File: config.mk
export PLATFORM = sky130hd
export DESIGN_NAME = bcomp_divider
export DESIGN_NICKNAME = d
export VERILOG_FILES = /design/src/rtl/barometer_compensation_assert.svh /design/src/rtl/bcomp_pkg.sv /design/src/rtl/bcomp_divider.sv
export SDC_FILE = /design/constraint.sdc
export NUM_CORES = 2
export LEC_CHECK = 0
export BUFFER_PORTS_ARGS = -buffer_cell sky130_fd_sc_hd__buf_2
export CORE_ASPECT_RATIO = 1.5
export CORE_MARGIN = 2
export CORE_UTILIZATION = 58
export DETAILED_ROUTE_END_ITERATION = 10
export PLACE_DENSITY = 0.77
export SETUP_SLACK_MARGIN = 0.4
export SLEW_MARGIN = 20
export SYNTH_ARGS = -nofsm -noshare
export SYNTH_HDL_FRONTEND = slang
export SYNTH_SLANG_ARGS = --single-unit
File: constraint.sdc
create_clock -name clk -period 3.7 [get_ports clk]
set_input_delay 0.37 -clock clk [delete_from_list [all_inputs] [get_ports clk]]
set_output_delay 0.37 -clock clk [all_outputs]
set_load 0.02 [all_outputs]
File: src/rtl/barometer_compensation_assert.svh
// Assertion macros for the barometer compensation block.
`ifndef BAROMETER_COMPENSATION_ASSERT_SVH
`define BAROMETER_COMPENSATION_ASSERT_SVH

// Checked only outside reset.
`define BC_ASSERT_RUN(label, prop) \
  label: assert property (@(posedge clk) disable iff (rst) prop) \
    else $error("barometer_compensation check failed");

// Checked at every edge, reset included.
`define BC_ASSERT_ALWAYS(label, prop) \
  label: assert property (@(posedge clk) prop) \
    else $error("barometer_compensation check failed");

`endif

File: src/rtl/bcomp_pkg.sv
// Types and constants for the barometer compensation block.
package bcomp_pkg;

  localparam int WORD_W = 32;
  localparam int UP_W = 19;

  typedef enum logic [2:0] {
    CFG_AC123 = 3'd0,
    CFG_AC456 = 3'd1,
    CFG_B1B2  = 3'd2,
    CFG_MCMD  = 3'd3,
    CFG_OSS   = 3'd4
  } bcomp_cfg_t;

  localparam logic [31:0] T_OFFSET  = 32'd4000;
  localparam logic [31:0] P_SQ_GAIN = 32'd3038;
  localparam logic [31:0] P_LIN_GAIN = 32'hFFFF_E343;
  localparam logic [31:0] P_BIAS    = 32'd3791;
  localparam logic [31:0] B7_SCALE  = 32'd50000;
  localparam logic [31:0] B4_BIAS   = 32'd32768;

  typedef struct packed {
    logic [15:0] raw_temperature;
    logic [23:0] raw_pressure;
  } bcomp_in_t;

  typedef struct packed {
    logic signed [31:0] temperature_tenths;
    logic signed [31:0] pressure_pa;
    logic               divide_error;
  } bcomp_out_t;

  function automatic logic [31:0] asr32(input logic [31:0] v, input logic [4:0] s);
    return $unsigned($signed(v) >>> s);
  endfunction

  function automatic logic [31:0] sx16(input logic [15:0] v);
    return {{16{v[15]}}, v};
  endfunction

endpackage

File: src/rtl/bcomp_divider.sv
// Pipelined unsigned restoring divider, one quotient bit per stage.
module bcomp_divider #(
  parameter int SW = 1
) (
  input  logic                            clk,
  input  logic                            rst,
  input  logic                            en,
  input  logic                            in_valid,
  input  logic [bcomp_pkg::WORD_W-1:0]    dividend,
  input  logic [bcomp_pkg::WORD_W-1:0]    divisor,
  input  logic [SW-1:0]                   sb_in,
  output logic                            out_valid,
  output logic [bcomp_pkg::WORD_W-1:0]    quotient,
  output logic [SW-1:0]                   sb_out
);
  import bcomp_pkg::*;

  logic              v   [0:WORD_W];
  logic [WORD_W-1:0] rem [0:WORD_W];
  logic [WORD_W-1:0] num [0:WORD_W];
  logic [WORD_W-1:0] dv  [0:WORD_W];
  logic [SW-1:0]     sb  [0:WORD_W];

  assign v[0]   = in_valid;
  assign rem[0] = '0;
  assign num[0] = dividend;
  assign dv[0]  = divisor;
  assign sb[0]  = sb_in;

  for (genvar k = 0; k < WORD_W; k++) begin : g_stage
    logic [WORD_W:0] trial;
    logic            ge;
    assign trial = {rem[k], num[k][WORD_W-1]};
    assign ge = trial >= {1'b0, dv[k]};

    always_ff @(posedge clk) begin
      if (rst) begin
        v[k+1] <= 1'b0;
      end else if (en) begin
        v[k+1] <= v[k];
      end
    end

    always_ff @(posedge clk) begin
      if (en) begin
        rem[k+1] <= ge ? WORD_W'(trial - {1'b0, dv[k]}) : trial[WORD_W-1:0];
        num[k+1] <= {num[k][WORD_W-2:0], ge};
        dv[k+1]  <= dv[k];
        sb[k+1]  <= sb[k];
      end
    end
  end

  assign out_valid = v[WORD_W];
  assign quotient  = num[WORD_W];
  assign sb_out    = sb[WORD_W];

endmodule

==> impl_metrics.csv <==
group,metric,value,unit
status,status,"finished, violations left",
status,violations,"negative setup slack",
flow_run,max_cap_violations,0,
placed_design,portBuffers,102,
clocking,clockBufferDepth,4,
floorplan,core-area,270000,um^2
min_path,hp-class,"input pin to register",
yosys,synthCells,12900,
placed_design,place_ws,-735,ps
finish,fillers,17400,
sta,worst_slack,-109,ps
drt,wire_per_inst,26.6,um
finish,syn_to_final_growth,23.4,%
yosys,synth_area_leaders,"edfxtp_1, ha_1, a21oi_1",
drt,vias_per_cell,6.10,
critical_path,critical_path.startpoint_type,"register",
drt,num_vias,113000,
critical_path,rr_worst_depth,16,
clocking,htreeDepth,5,
sta,slew_headroom,23.1,%
yosys,synthArstFlopShare,0,%
sta,final_hold_viol_count,0,
sta,setup_viol,32,
yosys,synthSimpleGateAreaFrac,8.08,%
floorplan,die_y,642,um
power_and_ir_drop,combPwrFrac,52.9,%
sta,fmax,0.263,GHz
floorplan,die_area,275000,um^2
sta,fin_crit_sh,103,%
floorplan,fp.dieW,429,um
critical_path,cp.buffers_inverters,5,
clocking,clk_pin_slew,70,ps
yosys,synth_area,157000,um^2
floorplan,rows,234,
yosys,yosysMostFrequentCell,"edfxtp_1",
placed_design,dp_hpwl,348,mm
yosys,synth-edff-count,3040,
min_path,min_path_cells,1,
yosys,ys_types,94,
power_and_ir_drop,p_int,114000,uW
placed_design,gp_congestion,1.07,
drt,dr.pass1.iters,7,
drt,antenna_left,0,
critical_path,r2r_start,"g_stage[18].trial[2]$_DFFE_PP_",
critical_path,crit_chain,"ha_4, o21ai_4, a21oi_2, buf_4, o21a_4, o41ai_4, a21oi_2, a221oi_2, buf_4, o41a_1, o211ai_1, a41o_2, buf_6, buf_12, buf_16, mux2_4",
global_route,grt.overflow.total,0,
clocking,tritoncts.num_buffers,299,
yosys,synth-xor-area-share,4.42,%
sta,fin_worst_skew,59.9,ps
finish,multi_input_area,65600,um^2
global_route,antenna_found_initial,10,
critical_path,cp_max_fo,8,
sta,finalSetupTns,-1830,ps
min_path,min_to,"g_stage[2].trial[7]$_DFFE_PP_",
drt,drtIter0Drc,9105,
yosys,synth_nets,14000,
yosys,synthMuxAreaShare,3.54,%
power_and_ir_drop,power.share.clock,16.9,%
yosys,synth_compound_area_share,13.1,%
sta,report.final.slew_viol_count,0,
global_route,grt_max_degree,121,
clocking,cts_tree,"yes",
sta,finalCriticalPeriod,3810,ps
power_and_ir_drop,switchingPower,71300,uW
critical_path,crit_path_top_delay_cell,"edfxtp_1",
critical_path,critPathKind,"register to register",
power_and_ir_drop,leakagePower,0.0794,uW
yosys,netlist.area_leader.share,58.1,%
yosys,yosys_register_bits,3072,
global_route,grt.total_usage,34.0,%
power_and_ir_drop,swShare,38.5,%
floorplan,start_util,58.2,%
drt,drt_wl_total,494,mm
clocking,cts.sinks,3072,
yosys,syn_area_per_cell,12.1,um^2
yosys,synth_common_cells,"edfxtp_1, inv_1, ha_1",
yosys,synth_top_family_by_area,"compound AO/OA/AOI/OAI gates",
power_and_ir_drop,ir_worst_vdd,0.835,mV
critical_path,cp_top_family,"compound AO/OA/AOI/OAI gates",
clocking,clock_latency,910,ps
sta,rsz0062_at_grt,"yes",
global_route,grt_pass1_vias,116000,
critical_path,slowest_delay,440,ps
power_and_ir_drop,seq_power_share,30.2,%
yosys,yosysWarnings,0,
finish,regArea,91900,um^2
sta,worst_pin_slew,1150,ps
clocking,cts_root_buf,"clkbuf_16",
critical_path,r2r_slack,-110,ps
floorplan,num_io_pins,103,
yosys,synthFlopType,"edfxtp_1",
yosys,synth_fa_ha_area_share,8.30,%
yosys,ys_seq_area_share,58.5,%
min_path,min_from,"en",
finish,nets,15900,
yosys,synth_largest_area_cell,"edfxtp_1",
finish,drive_gt1_share,24.8,%
critical_path,r2r_end,"g_stage[19].trial[24]$_DFFE_PP_",
critical_path,cp.arrival,4440,ps
critical_path,required,4330,ps
critical_path,endpoint_kind,"register",
drt,drc,0,
power_and_ir_drop,power_density,954,nW/um^2
global_route,grt_pass1_wl,700,mm
==> flip-flops by register name, indices dropped and copies added, names as in the netlist <==
register	count
v	31
num	961
g_stage.trial	1023
out_valid	1
quotient	32
dv	992
sb	31
sb_out	1
==> cell type report <==
class	count	area share (%)
Clock buffer	349	4.02
Antenna cell	6	0.00774
Clock inverter	183	1.00
Sequential cell	3072	47.4
Inverter	1248	2.43
Multi-Input combinational cell	8242	33.8
Timing Repair Buffer	1934	9.03
Tap cell	3540	2.28
==> power by group through the flow <==
stage / clock, uW / sequential [uW] / combinational, uW
finish: 31200 / 56000 / 97900
detailed placement: 0 / 56000 / 77400
floorplan: 0 / 52500 / 50200
global placement: 0 / 55900 / 75600
CTS: 31500 / 55500 / 87400
global route: 32800 / 56300 / 104000
==> how the worst max path moves through the flow <==
stage | from | end | cells past startpoint
after floorplan | dv[544]$_DFFE_PP_ | g_stage[16].trial[31]$_DFFE_PP_ | 12
after global placement | dv[773]$_DFFE_PP_ | g_stage[9].trial[5]$_DFFE_PP_ | 15
after detailed placement | dv[544]$_DFFE_PP_ | g_stage[16].trial[31]$_DFFE_PP_ | 14
after CTS | g_stage[18].trial[2]$_DFFE_PP_ | g_stage[19].trial[24]$_DFFE_PP_ | 16
after global routing | dv[450]$_DFFE_PP_ | g_stage[19].trial[24]$_DFFE_PP_ | 17
final | g_stage[18].trial[2]$_DFFE_PP_ | g_stage[19].trial[24]$_DFFE_PP_ | 16
==> per-layer routing <==
metal	GRT usage (%)	part of all wire, %
met1	30.6	31
met2	64.5	53
met5	0	0
met3	5.00	4.8
met4	32.0	12
==> cell usage in the layout (no fill, tap or decap), types with 99 or more instances in the layout <==
master	netlist	layout
nand4_1	174	174
o21ai_2	3	102
mux2_2	402	257
inv_1	1246	1187
nor2b_1	149	115
buf_4	40	1456
nor3_1	140	130
ha_1	994	854
mux2_4	20	171
o21ai_0	765	576
nand3_1	182	166
nor2_1	682	637
buf_12	0	116
a21oi_1	985	885
xnor2_1	481	478
nand2b_1	150	142
o21a_1	138	127
edfxtp_1	3040	3040
buf_6	3	114
clkbuf_16	0	325
ha_4	0	112
xor2_1	312	309
buf_2	41	102
o21bai_1	103	99
a21o_1	491	488
nand2_1	821	778
==> cell families (layout without fill, tap and decap cells) <==
family          Yosys count  after routing
mux                     494            494
other cells               0              6
xor+xnor                793            793
fa+ha+maj              1024           1024
compound gates         3269           3269
flops                  3072           3072
buf+inv                1622           3714
simple gates           2662           2662
==> worst register-to-register path: cells and delay by family (launching register included) <==
kind	cells	cell delay, ps
AO/OA/AOI/OAI	9	1820
adder cells (fa/ha/maj)	1	290
flip-flops	1	440
multiplexers	1	300
buffers and inverters	5	750
==> metrics by stage <==
step	hold slack [ps]	instances	total power [uW]	util (%)	instance area, um^2
finish	69.4	18600	185000	71.8	194000
global route	41.6	18600	193000	71.8	194000
CTS	24.6	18300	174000	69.5	188000
detailed placement	405	17500	133000	63.4	171000
global placement	400	17500	131000	63.4	171000
floorplan	400	12900	103000	-	157000
==> repair_timing <==
| item | 4_1_cts | 5_1_grt |
|---|---|---|
| gates resized for setup | 936 | 778 |
| hold buffers | 68 | 0 |
| pin swaps | 300 | 339 |
| buffers inserted | 189 | 250 |
| endpoints found under the hold margin | 96 | 0 |
| cloned | 29 | 26 |
| setup endpoints to repair | 936 | 974 |
Power figures use the tool's default switching activity.
